**config.mk**
```make
export PLATFORM = sky130hd
export DESIGN_NAME = uart_message_fifo_byte_sender_core_flat
export DESIGN_NICKNAME = d
export VERILOG_FILES = /design/src/hw/rtl/msf_pkg.sv /design/src/hw/rtl/msf_if.sv /design/src/hw/rtl/uart_message_fifo_byte_sender_core.sv /design/src/hw/rtl/msf_ram.sv /design/src/hw/rtl/msf_seq.sv /design/src/flat_wrapper.sv
export SDC_FILE = /design/constraint.sdc
export NUM_CORES = 1
export LEC_CHECK = 0
export ABC_AREA = 1
export BUFFER_PORTS_ARGS = -buffer_cell sky130_fd_sc_hd__buf_2
export CORE_AREA = 2 2 276 278
export CTS_CLUSTER_SIZE = 28
export DETAILED_ROUTE_END_ITERATION = 10
export DIE_AREA = 0 0 278 280
export PLACE_DENSITY = 0.67
export SYNTH_ARGS = -nofsm -noshare
export SYNTH_HDL_FRONTEND = slang
export SYNTH_SLANG_ARGS = --single-unit
export TNS_END_PERCENT = 50
```
**constraint.sdc**
```tcl
create_clock -name clk -period 9.9 [get_ports clk]
set_clock_uncertainty 0.2 [all_clocks]
set_input_delay 0.495 -clock clk [delete_from_list [all_inputs] [get_ports clk]]
set_output_delay 0.495 -clock clk [all_outputs]
set_load 0.01 [all_outputs]
```
**src/hw/rtl/msf_pkg.sv**
```systemverilog
`timescale 1ns / 1ps

package msf_pkg;

  // Payload widths of the two channels
  localparam int unsigned MSG_W   = 24;
  localparam int unsigned BYTE_W  = 8;
  localparam int unsigned STATE_W = 4;
  localparam int unsigned COUNT_W = 6;
  localparam int unsigned HELD_W  = 16;

  // Item kinds
  localparam logic KIND_PUSH = 1'b0;
  localparam logic KIND_TICK = 1'b1;

  // Which part of the popped message goes out on the transmitter
  typedef enum logic [1:0] {
    BSEL_NONE = 2'd0,
    BSEL_HIGH = 2'd1,
    BSEL_MID  = 2'd2,
    BSEL_LOW  = 2'd3
  } byte_sel_t;

  // Per-beat result from the sequencer, held in the output register
  typedef struct packed {
    logic               tx_valid;
    byte_sel_t          byte_sel;
    logic               rx_take;
    logic               setup_strobe;
    logic [STATE_W-1:0] sender_state;
    logic [COUNT_W-1:0] queue_count;
    logic               push_dropped;
  } step_res_t;

endpackage

```
**src/hw/rtl/msf_if.sv**
```systemverilog
`timescale 1ns / 1ps

// Input channel: push or tick beats
interface msf_in_if;
  import msf_pkg::*;
  logic             valid;
  logic             ready;
  logic             kind;
  logic [MSG_W-1:0] message;
  logic             rx_has_byte;
  logic             tx_empty;

  modport source (output valid, kind, message, rx_has_byte, tx_empty, input ready);
  modport sink   (input valid, kind, message, rx_has_byte, tx_empty, output ready);
endinterface

// Result channel: one beat per input beat
interface msf_out_if;
  import msf_pkg::*;
  logic               valid;
  logic               ready;
  logic               tx_valid;
  logic [BYTE_W-1:0]  tx_byte;
  logic               rx_take;
  logic               setup_strobe;
  logic [STATE_W-1:0] sender_state;
  logic [COUNT_W-1:0] queue_count;
  logic               push_dropped;

  modport source (output valid, tx_valid, tx_byte, rx_take, setup_strobe, sender_state,
                  queue_count, push_dropped, input ready);
  modport sink   (input valid, tx_valid, tx_byte, rx_take, setup_strobe, sender_state,
                  queue_count, push_dropped, output ready);
endinterface

```
**src/hw/rtl/uart_message_fifo_byte_sender_core.sv**
```systemverilog
`timescale 1ns / 1ps

// Message FIFO with a request-driven byte sender. Push beats (kind 0) append a 24-bit
// message to a ring of QUEUE_DEPTH entries, or flag push_dropped when it is full; tick
// beats (kind 1) step the sender through boot, init and ready, then send each popped
// message high byte first, one byte per request byte and free transmitter. Every input
// beat yields exactly one result beat. The block takes one beat per clock: the ring sits
// in a single memory with one write port (pushes) and one registered read port (pops),
// and a push and a pop never fall on the same beat, so no beat waits for the other. The
// result is registered, so a beat is taken whenever the result slot is empty or being
// taken on the same edge. The message store needs no clearing after reset.
module uart_message_fifo_byte_sender_core
  import msf_pkg::*;
#(
  parameter int unsigned QUEUE_DEPTH = 32
) (
  input  logic     clk,
  input  logic     rst_n,
  msf_in_if.sink   in_ch,
  msf_out_if.source out_ch
);

  localparam int unsigned AW = (QUEUE_DEPTH > 1) ? $clog2(QUEUE_DEPTH) : 1;
  localparam int unsigned CW = $clog2(QUEUE_DEPTH + 1);

  logic             accept;
  logic             wr_en, rd_en;
  logic [AW-1:0]    wr_addr, rd_addr;
  logic [MSG_W-1:0] rd_data;
  step_res_t        res, res_r;
  logic             out_valid_r;

  // Take a beat when the result slot is free or draining
  assign in_ch.ready = !out_valid_r || out_ch.ready;
  assign accept      = in_ch.valid && in_ch.ready;

  msf_seq #(
    .DEPTH (QUEUE_DEPTH),
    .AW    (AW),
    .CW    (CW)
  ) u_seq (
    .clk         (clk),
    .rst_n       (rst_n),
    .step_en     (accept),
    .kind        (in_ch.kind),
    .rx_has_byte (in_ch.rx_has_byte),
    .tx_empty    (in_ch.tx_empty),
    .wr_en       (wr_en),
    .wr_addr     (wr_addr),
    .rd_en       (rd_en),
    .rd_addr     (rd_addr),
    .res         (res)
  );

  msf_ram #(
    .DEPTH (QUEUE_DEPTH),
    .AW    (AW)
  ) u_ram (
    .clk     (clk),
    .wr_en   (wr_en),
    .wr_addr (wr_addr),
    .wr_data (in_ch.message),
    .rd_en   (rd_en),
    .rd_addr (rd_addr),
    .rd_data (rd_data)
  );

  // Result slot
  always_ff @(posedge clk) begin
    if (!rst_n) begin
      out_valid_r <= 1'b0;
    end else if (accept) begin
      out_valid_r <= 1'b1;
    end else if (out_ch.ready) begin
      out_valid_r <= 1'b0;
    end
  end

  always_ff @(posedge clk) begin
    if (accept) begin
      res_r <= res;
    end
  end

  // The read register holds the last popped message; its low bytes serve send2/send3
  always_comb begin
    case (res_r.byte_sel)
      BSEL_HIGH: out_ch.tx_byte = rd_data[23:16];
      BSEL_MID:  out_ch.tx_byte = rd_data[15:8];
      BSEL_LOW:  out_ch.tx_byte = rd_data[7:0];
      default:   out_ch.tx_byte = '0;
    endcase
  end

  assign out_ch.valid        = out_valid_r;
  assign out_ch.tx_valid     = res_r.tx_valid;
  assign out_ch.rx_take      = res_r.rx_take;
  assign out_ch.setup_strobe = res_r.setup_strobe;
  assign out_ch.sender_state = res_r.sender_state;
  assign out_ch.queue_count  = res_r.queue_count;
  assign out_ch.push_dropped = res_r.push_dropped;

  // A byte source is chosen only for a beat that sends
  a_sel_needs_send: assert property (@(posedge clk) disable iff (!rst_n)
    (out_valid_r && res_r.byte_sel != BSEL_NONE) |-> res_r.tx_valid)
    else $error("byte source without a send");

  // A pop loads the result slot on the same edge
  a_pop_with_accept: assert property (@(posedge clk) disable iff (!rst_n)
    rd_en |-> accept)
    else $error("memory read without a beat");

  // A dropped push never sends
  a_drop_quiet: assert property (@(posedge clk) disable iff (!rst_n)
    (out_valid_r && res_r.push_dropped) |-> !res_r.tx_valid && !res_r.rx_take)
    else $error("dropped push with sender activity");

endmodule

```
**src/hw/rtl/msf_ram.sv**
```systemverilog
`timescale 1ns / 1ps

module msf_ram
  import msf_pkg::*;
#(
  parameter int unsigned DEPTH = 32,
  parameter int unsigned AW    = 5
) (
  input  logic             clk,
  input  logic             wr_en,
  input  logic [AW-1:0]    wr_addr,
  input  logic [MSG_W-1:0] wr_data,
  input  logic             rd_en,
  input  logic [AW-1:0]    rd_addr,
  output logic [MSG_W-1:0] rd_data
);

  logic [MSG_W-1:0] mem [DEPTH];
  logic [MSG_W-1:0] rd_data_r;

  // Write port
  always_ff @(posedge clk) begin
    if (wr_en) begin
      mem[wr_addr] <= wr_data;
    end
  end

  // Registered read port; the word stays until the next pop
  always_ff @(posedge clk) begin
    if (rd_en) begin
      rd_data_r <= mem[rd_addr];
    end
  end

  assign rd_data = rd_data_r;

endmodule

```
**src/hw/rtl/msf_seq.sv**
```systemverilog
`timescale 1ns / 1ps

module msf_seq
  import msf_pkg::*;
#(
  parameter int unsigned DEPTH = 32,
  parameter int unsigned AW    = 5,
  parameter int unsigned CW    = 6
) (
  input  logic             clk,
  input  logic             rst_n,
  input  logic             step_en,
  input  logic             kind,
  input  logic             rx_has_byte,
  input  logic             tx_empty,
  output logic             wr_en,
  output logic [AW-1:0]    wr_addr,
  output logic             rd_en,
  output logic [AW-1:0]    rd_addr,
  output step_res_t        res
);

  typedef enum logic [STATE_W-1:0] {
    ST_BOOT  = 4'd0,
    ST_INIT  = 4'd1,
    ST_READY = 4'd2,
    ST_WAIT1 = 4'd3,
    ST_SEND1 = 4'd4,
    ST_WAIT2 = 4'd5,
    ST_SEND2 = 4'd6,
    ST_WAIT3 = 4'd7,
    ST_SEND3 = 4'd8
  } state_t;

  localparam logic [CW-1:0] FULL_C = CW'(DEPTH);
  localparam logic [AW-1:0] LAST_C = AW'(DEPTH - 1);

  state_t        state_r, state_nxt;
  logic [AW-1:0] head_r, head_nxt;
  logic [AW-1:0] tail_r, tail_nxt;
  logic [CW-1:0] cnt_r, cnt_nxt;

  logic      is_push, is_tick, dropped, take, pop_now;
  byte_sel_t bsel;

  assign is_push = step_en && (kind == KIND_PUSH);
  assign is_tick = step_en && (kind == KIND_TICK);

  // Sender transition for a tick
  always_comb begin
    state_nxt = state_r;
    take      = 1'b0;
    if (is_tick) begin
      unique case (state_r)
        ST_BOOT:  state_nxt = ST_INIT;
        ST_INIT:  state_nxt = ST_READY;
        ST_READY: begin
          if ((cnt_r != '0) && rx_has_byte) begin
            take      = 1'b1;
            state_nxt = ST_WAIT1;
          end
        end
        ST_WAIT1: state_nxt = tx_empty ? ST_SEND1 : ST_WAIT1;
        ST_SEND1: state_nxt = ST_WAIT2;
        ST_WAIT2: begin
          if (tx_empty && rx_has_byte) begin
            take      = 1'b1;
            state_nxt = ST_SEND2;
          end
        end
        ST_SEND2: state_nxt = ST_WAIT3;
        ST_WAIT3: begin
          if (tx_empty && rx_has_byte) begin
            take      = 1'b1;
            state_nxt = ST_SEND3;
          end
        end
        ST_SEND3: state_nxt = ST_READY;
        default:  state_nxt = ST_BOOT;
      endcase
    end
  end

  // Pop on entering send1; an empty ring sends a zero byte and stays put
  assign pop_now = is_tick && (state_nxt == ST_SEND1) && (state_r != ST_SEND1);
  assign rd_en   = pop_now && (cnt_r != '0);
  assign rd_addr = head_r;

  // Push into the ring unless full
  assign dropped = is_push && (cnt_r == FULL_C);
  assign wr_en   = is_push && !dropped;
  assign wr_addr = tail_r;

  // Pointer and count update
  always_comb begin
    head_nxt = head_r;
    tail_nxt = tail_r;
    cnt_nxt  = cnt_r;
    if (wr_en) begin
      tail_nxt = (tail_r == LAST_C) ? '0 : tail_r + AW'(1);
      cnt_nxt  = cnt_r + CW'(1);
    end
    if (rd_en) begin
      head_nxt = (head_r == LAST_C) ? '0 : head_r + AW'(1);
      cnt_nxt  = cnt_r - CW'(1);
    end
  end

  // Byte source for this beat
  always_comb begin
    bsel = BSEL_NONE;
    if (is_tick && (state_nxt != state_r || state_r == ST_SEND1)) begin
      unique case (state_nxt)
        ST_SEND1: bsel = (cnt_r != '0) ? BSEL_HIGH : BSEL_NONE;
        ST_SEND2: bsel = BSEL_MID;
        ST_SEND3: bsel = BSEL_LOW;
        default:  bsel = BSEL_NONE;
      endcase
    end
  end

  always_comb begin
    res.tx_valid     = is_tick && (state_nxt == ST_SEND1 || state_nxt == ST_SEND2 ||
                                   state_nxt == ST_SEND3);
    res.byte_sel     = bsel;
    res.rx_take      = take;
    res.setup_strobe = is_tick && (state_nxt == ST_INIT);
    res.sender_state = STATE_W'(state_nxt);
    res.queue_count  = COUNT_W'(cnt_nxt);
    res.push_dropped = dropped;
  end

  always_ff @(posedge clk) begin
    if (!rst_n) begin
      state_r <= ST_BOOT;
      head_r  <= '0;
      tail_r  <= '0;
      cnt_r   <= '0;
    end else if (step_en) begin
      state_r <= state_nxt;
      head_r  <= head_nxt;
      tail_r  <= tail_nxt;
      cnt_r   <= cnt_nxt;
    end
  end

  // Ring occupancy never passes its depth
  a_cnt_bound: assert property (@(posedge clk) disable iff (!rst_n) cnt_r <= FULL_C)
    else $error("message count beyond depth");

  // A pop only ever follows a wait1 tick
  a_pop_from_wait1: assert property (@(posedge clk) disable iff (!rst_n)
    rd_en |-> (state_r == ST_WAIT1))
    else $error("pop outside wait1");

  // Pointers agree with the count when the ring is empty
  a_empty_ptrs: assert property (@(posedge clk) disable iff (!rst_n)
    (cnt_r == '0) |-> (head_r == tail_r))
    else $error("empty ring with pointers apart");

  // A tick that takes a request byte moves the sender
  a_take_moves: assert property (@(posedge clk) disable iff (!rst_n)
    take |=> (state_r != $past(state_r)))
    else $error("request byte taken without a state change");

endmodule

```
**src/flat_wrapper.sv**
```systemverilog
// flat-port wrapper written by rule: the top's interface ports become plain ports
module uart_message_fifo_byte_sender_core_flat import msf_pkg::*;
#(
  parameter int unsigned QUEUE_DEPTH = 32
)
  (clk, rst_n, in_ch_valid, in_ch_kind, in_ch_message, in_ch_rx_has_byte, in_ch_tx_empty, in_ch_ready, out_ch_valid, out_ch_tx_valid, out_ch_tx_byte, out_ch_rx_take, out_ch_setup_strobe, out_ch_sender_state, out_ch_queue_count, out_ch_push_dropped, out_ch_ready);
  msf_in_if in_ch_i ();
  msf_out_if out_ch_i ();
  input  logic clk;
  input  logic rst_n;
  input wire logic [$bits(in_ch_i.valid)-1:0] in_ch_valid;
  input wire logic [$bits(in_ch_i.kind)-1:0] in_ch_kind;
  input wire logic [$bits(in_ch_i.message)-1:0] in_ch_message;
  input wire logic [$bits(in_ch_i.rx_has_byte)-1:0] in_ch_rx_has_byte;
  input wire logic [$bits(in_ch_i.tx_empty)-1:0] in_ch_tx_empty;
  output wire logic [$bits(in_ch_i.ready)-1:0] in_ch_ready;
  output wire logic [$bits(out_ch_i.valid)-1:0] out_ch_valid;
  output wire logic [$bits(out_ch_i.tx_valid)-1:0] out_ch_tx_valid;
  output wire logic [$bits(out_ch_i.tx_byte)-1:0] out_ch_tx_byte;
  output wire logic [$bits(out_ch_i.rx_take)-1:0] out_ch_rx_take;
  output wire logic [$bits(out_ch_i.setup_strobe)-1:0] out_ch_setup_strobe;
  output wire logic [$bits(out_ch_i.sender_state)-1:0] out_ch_sender_state;
  output wire logic [$bits(out_ch_i.queue_count)-1:0] out_ch_queue_count;
  output wire logic [$bits(out_ch_i.push_dropped)-1:0] out_ch_push_dropped;
  input wire logic [$bits(out_ch_i.ready)-1:0] out_ch_ready;
  assign in_ch_i.valid = in_ch_valid;
  assign in_ch_i.kind = in_ch_kind;
  assign in_ch_i.message = in_ch_message;
  assign in_ch_i.rx_has_byte = in_ch_rx_has_byte;
  assign in_ch_i.tx_empty = in_ch_tx_empty;
  assign in_ch_ready = in_ch_i.ready;
  assign out_ch_valid = out_ch_i.valid;
  assign out_ch_tx_valid = out_ch_i.tx_valid;
  assign out_ch_tx_byte = out_ch_i.tx_byte;
  assign out_ch_rx_take = out_ch_i.rx_take;
  assign out_ch_setup_strobe = out_ch_i.setup_strobe;
  assign out_ch_sender_state = out_ch_i.sender_state;
  assign out_ch_queue_count = out_ch_i.queue_count;
  assign out_ch_push_dropped = out_ch_i.push_dropped;
  assign out_ch_i.ready = out_ch_ready;
  uart_message_fifo_byte_sender_core #(.QUEUE_DEPTH(QUEUE_DEPTH)) u_core (.clk(clk), .rst_n(rst_n), .in_ch(in_ch_i), .out_ch(out_ch_i));
endmodule
```
==> results.md <==
* Setup Fix Bufs, Post-CTS at 0
* Max-Cap Viols at 0
* Cell mode on critical path: buf_4
* Vias per cell at 5.87
* Max Freq at about 220 MHz
* Final std cells w/o fill at 3,726
* Share of cells above drive strength 1 at 0.101
* Multiplexer area fraction after synthesis at 0
* Crit path from: u_core.u_seq.rd_addr[0]
* Seq/Total Area, Yosys at 0.740
* DIE AREA at 77,800 sq um
* Average size of a mapped cell at approximately 12 sq um
* Crit Path Class: flop to flop
* Critical path launch point type: flop
* Final ANT Viol Nets at 0
* CP max stage cell: buf_4
* Worst endpoint required time at 10.19 ns
* CP max FO at 88
* Setup_tns at 0 ns
* Prevailing post-synth register cell: edfxtp_1
* I/O pin count at 55
* Most numerous cell in the Yosys netlist: edfxtp_1
* Final slew viol count at 0
* H-tree lvl count at 3
* Inst Count DP at 3,571
* Simple-gate share of the synthesized area at 0.145
* RSZ-0062 raised after global routing: false
* # DRC at 0
* Routed WL at approximately 89 mm
* Area contributors post-synth: edfxtp_1 73%, nand2_1 6.9%, nand3_1 4.3%
* Clk slew on worst S/H paths at 0.06 ns
* Final min period at about 4.5 ns
* Core area at around 75,000 sq um
* RePlAce Congestion at between 0.8 and 0.9
* Cell area power density at ~190 nW/um^2
* Synth Area in Adders at 0.00337
* Vias in the first global route at 21,047
* Initial antenna violation count at 7
* FFs w/ async S/R, synth at 0
* DRT Pass-1 Iters at 8
* EDFF count, synth at ~810
* Status: finished, final reports clean
* Worst min path class: input pin to flop
* Post-Syn Nets at 2,716
* Commonest cells in the netlist: 808 x edfxtp_1, 614 x nand2_1, 285 x nand3_1
* Iter 0 DRT Violations at approximately 2,800
* Relative slew slack at 0.167
* Number of synthesized register bits at slightly above 800
* Slowest cell delay on critical path at 0.83 ns
* Largest family of logic cells by synthesized area: simple AND/OR/NAND/NOR gates
* Width of the die at between 200 and 300 microns
* CP endpoint kind: flop
* DP HPWL at 46.3 mm
* Total track usage at 0.227
* Tcrit/Tclk final at 0.454
* Reg2reg setup slack at 5.41 ns
* Arrival time worst endpoint at around 4.8 ns
* R2r startpoint: u_core.u_seq.rd_addr[0]
* Mapped Area at approximately 33,000 sq um
* Clock Path Buffers at 3
* Die Y at 280 microns
* CTS Root Cell: clkbuf_16
* Syn Inst Count at approximately 2,700
* Largest net degree at the start of global routing at approximately 210
* Post-synth cell types at 36
* Fin. Hold Viols at 0
* Num Clock Sinks at 829
* Pleak at between 10 and 15 nW
* Area grow syn2layout at 11.5%
* Skew-Pair Late Insertion Delay at between 0.6 and 0.7 ns
* Port Buffers at 54
* Worst Hold Launch: in_ch_valid
* Slew @ Worst Pin at between 1 and 1.5 ns
* WL per Instance at 23.8 microns
* Post-Synth XOR/XNOR Area at 0.00210
* Number of CTS-inserted buffers at 83
* Max rail drop VDD at around 0.13 mV
* Num rows at 101
* Global route overflow at 0
* Vias at 21,889
* Post-synth top area cell: edfxtp_1
* Synth top area share at 0.727
* Compound-gate portion of the synthesized area at 0.0753
* Critical-path cell list: buf_4, buf_4, buf_4, o21ai_0, o221ai_1, nand3_1, nand2_1, nand2_1, inv_1
* Setup-failing EPs final at 0
* Clock tree from TritonCTS: done
* Layout net count at roughly 2,700
* Initial Util at 0.444
* First-pass GRT wire length at 132 mm
* Hold slack final at approximately 0.024 ns
* Yosys warning total at 0
registers in the layout, indices dropped and copies added, names as in the netlist:
name and flops:
u_core.u_seq.rd_addr 5, u_core.u_seq.wr_addr 5, u_core.u_ram.rd_data 24, u_core.u_seq.cnt_r 6
u_core.out_ch.valid 1, u_core.out_ch.rx_take 1, u_core.out_ch.sender_state 4, u_core.out_ch.queue_count 6
u_core.out_ch.tx_valid 1, u_core.res_r 2, u_core.out_ch.setup_strobe 1, u_core.out_ch.push_dropped 1
u_core.u_seq.state_r 4, u_core.u_ram.mem 768
per-layer routing:
metal,vias to the layer above,track usage,part of all wire
met5,-,0,0.00012
met4,2,0.0930,0.039
met3,212,0.0411,0.096
met2,1159,0.359,0.46
met1,10834,0.311,0.40
li1,9682,-,-
cell families after synthesis:
family / after synthesis
simple gates: 1177
flops: 829
compound gates: 408
buf+inv: 245
fa+ha+maj: 9
xor+xnor: 8
path summary, 6_finish.rpt:
path	to	cells past startpoint
min	u_core.out_ch.valid	3
max reg2reg	u_core.u_ram.rd_data[16]	9
max	u_core.u_ram.rd_data[16]	9
min reg2reg	u_core.out_ch.valid	2
worst max-delay path, delay by kind of cell (launching register included):
kind / cells / cell delay [ns]
AO/OA/AOI/OAI: 2 / 0.56
buffers and inverters: 4 / 2.42
flip-flops: 1 / 0.80
AND/OR/NAND/NOR: 3 / 0.27
area by class of cell:
class                           instances  area, sq um
Clock inverter                         41          404
Inverter                               69          277
Timing Repair Buffer                   96          593
Tap cell                              978         1220
Fill cell                            6338        38000
Clock buffer                          107         2260
Multi-Input combinational cell       1602         7760
Antenna cell                            4         10.0
Sequential cell                       829        24700
where the power goes:
group          internal, W  total (W)  switching [W]
Sequential         0.00386    0.00387     0.00000636
Combinational    0.0000275   0.000132       0.000105
Clock              0.00182    0.00311        0.00129
placed cells by master (no fill, tap or decap), drive strengths merged:
cell type    netlist  routed
buf               93      93
xor2               8       8
nand3            286     286
a31oi             48      48
clkbuf            83     107
bufinv             0       8
o21bai             1       1
nand2            620     620
clkinv             2      31
or2                1       1
ha                 9       9
clkinvlp           0       5
nor2             256     256
diode              0       4
dfxtp             21      21
o221ai            96      96
a31o               1       1
nor3               9       9
nand4              4       4
dlygate4sd3        0       3
and2               1       1
a211oi             1       1
inv               67      66
edfxtp           808     808
a21oi             55      55
o21ai            206     206
per-stage QoR:
step	total power (W)	area [sq um]	worst slack [ns]	util
3_5_place_dp	0.00407	34500	5.48	0.459
5_1_grt	0.00728	37200	5.19	0.495
3_3_place_gp	0.00407	34500	5.72	0.459
6_report	0.00711	37200	5.41	0.495
2_1_floorplan	0.00400	33400	6.46	-
4_1_cts	0.00713	37200	5.46	0.495
what timing repair did:
item | 4_1_cts | 5_1_grt
endpoints found under the hold margin | 6 | 0
setup endpoints to repair | 0 | 0
gates resized for setup | 0 | 0
hold buffers | 3 | 0
(Power assumes the default switching activity.)
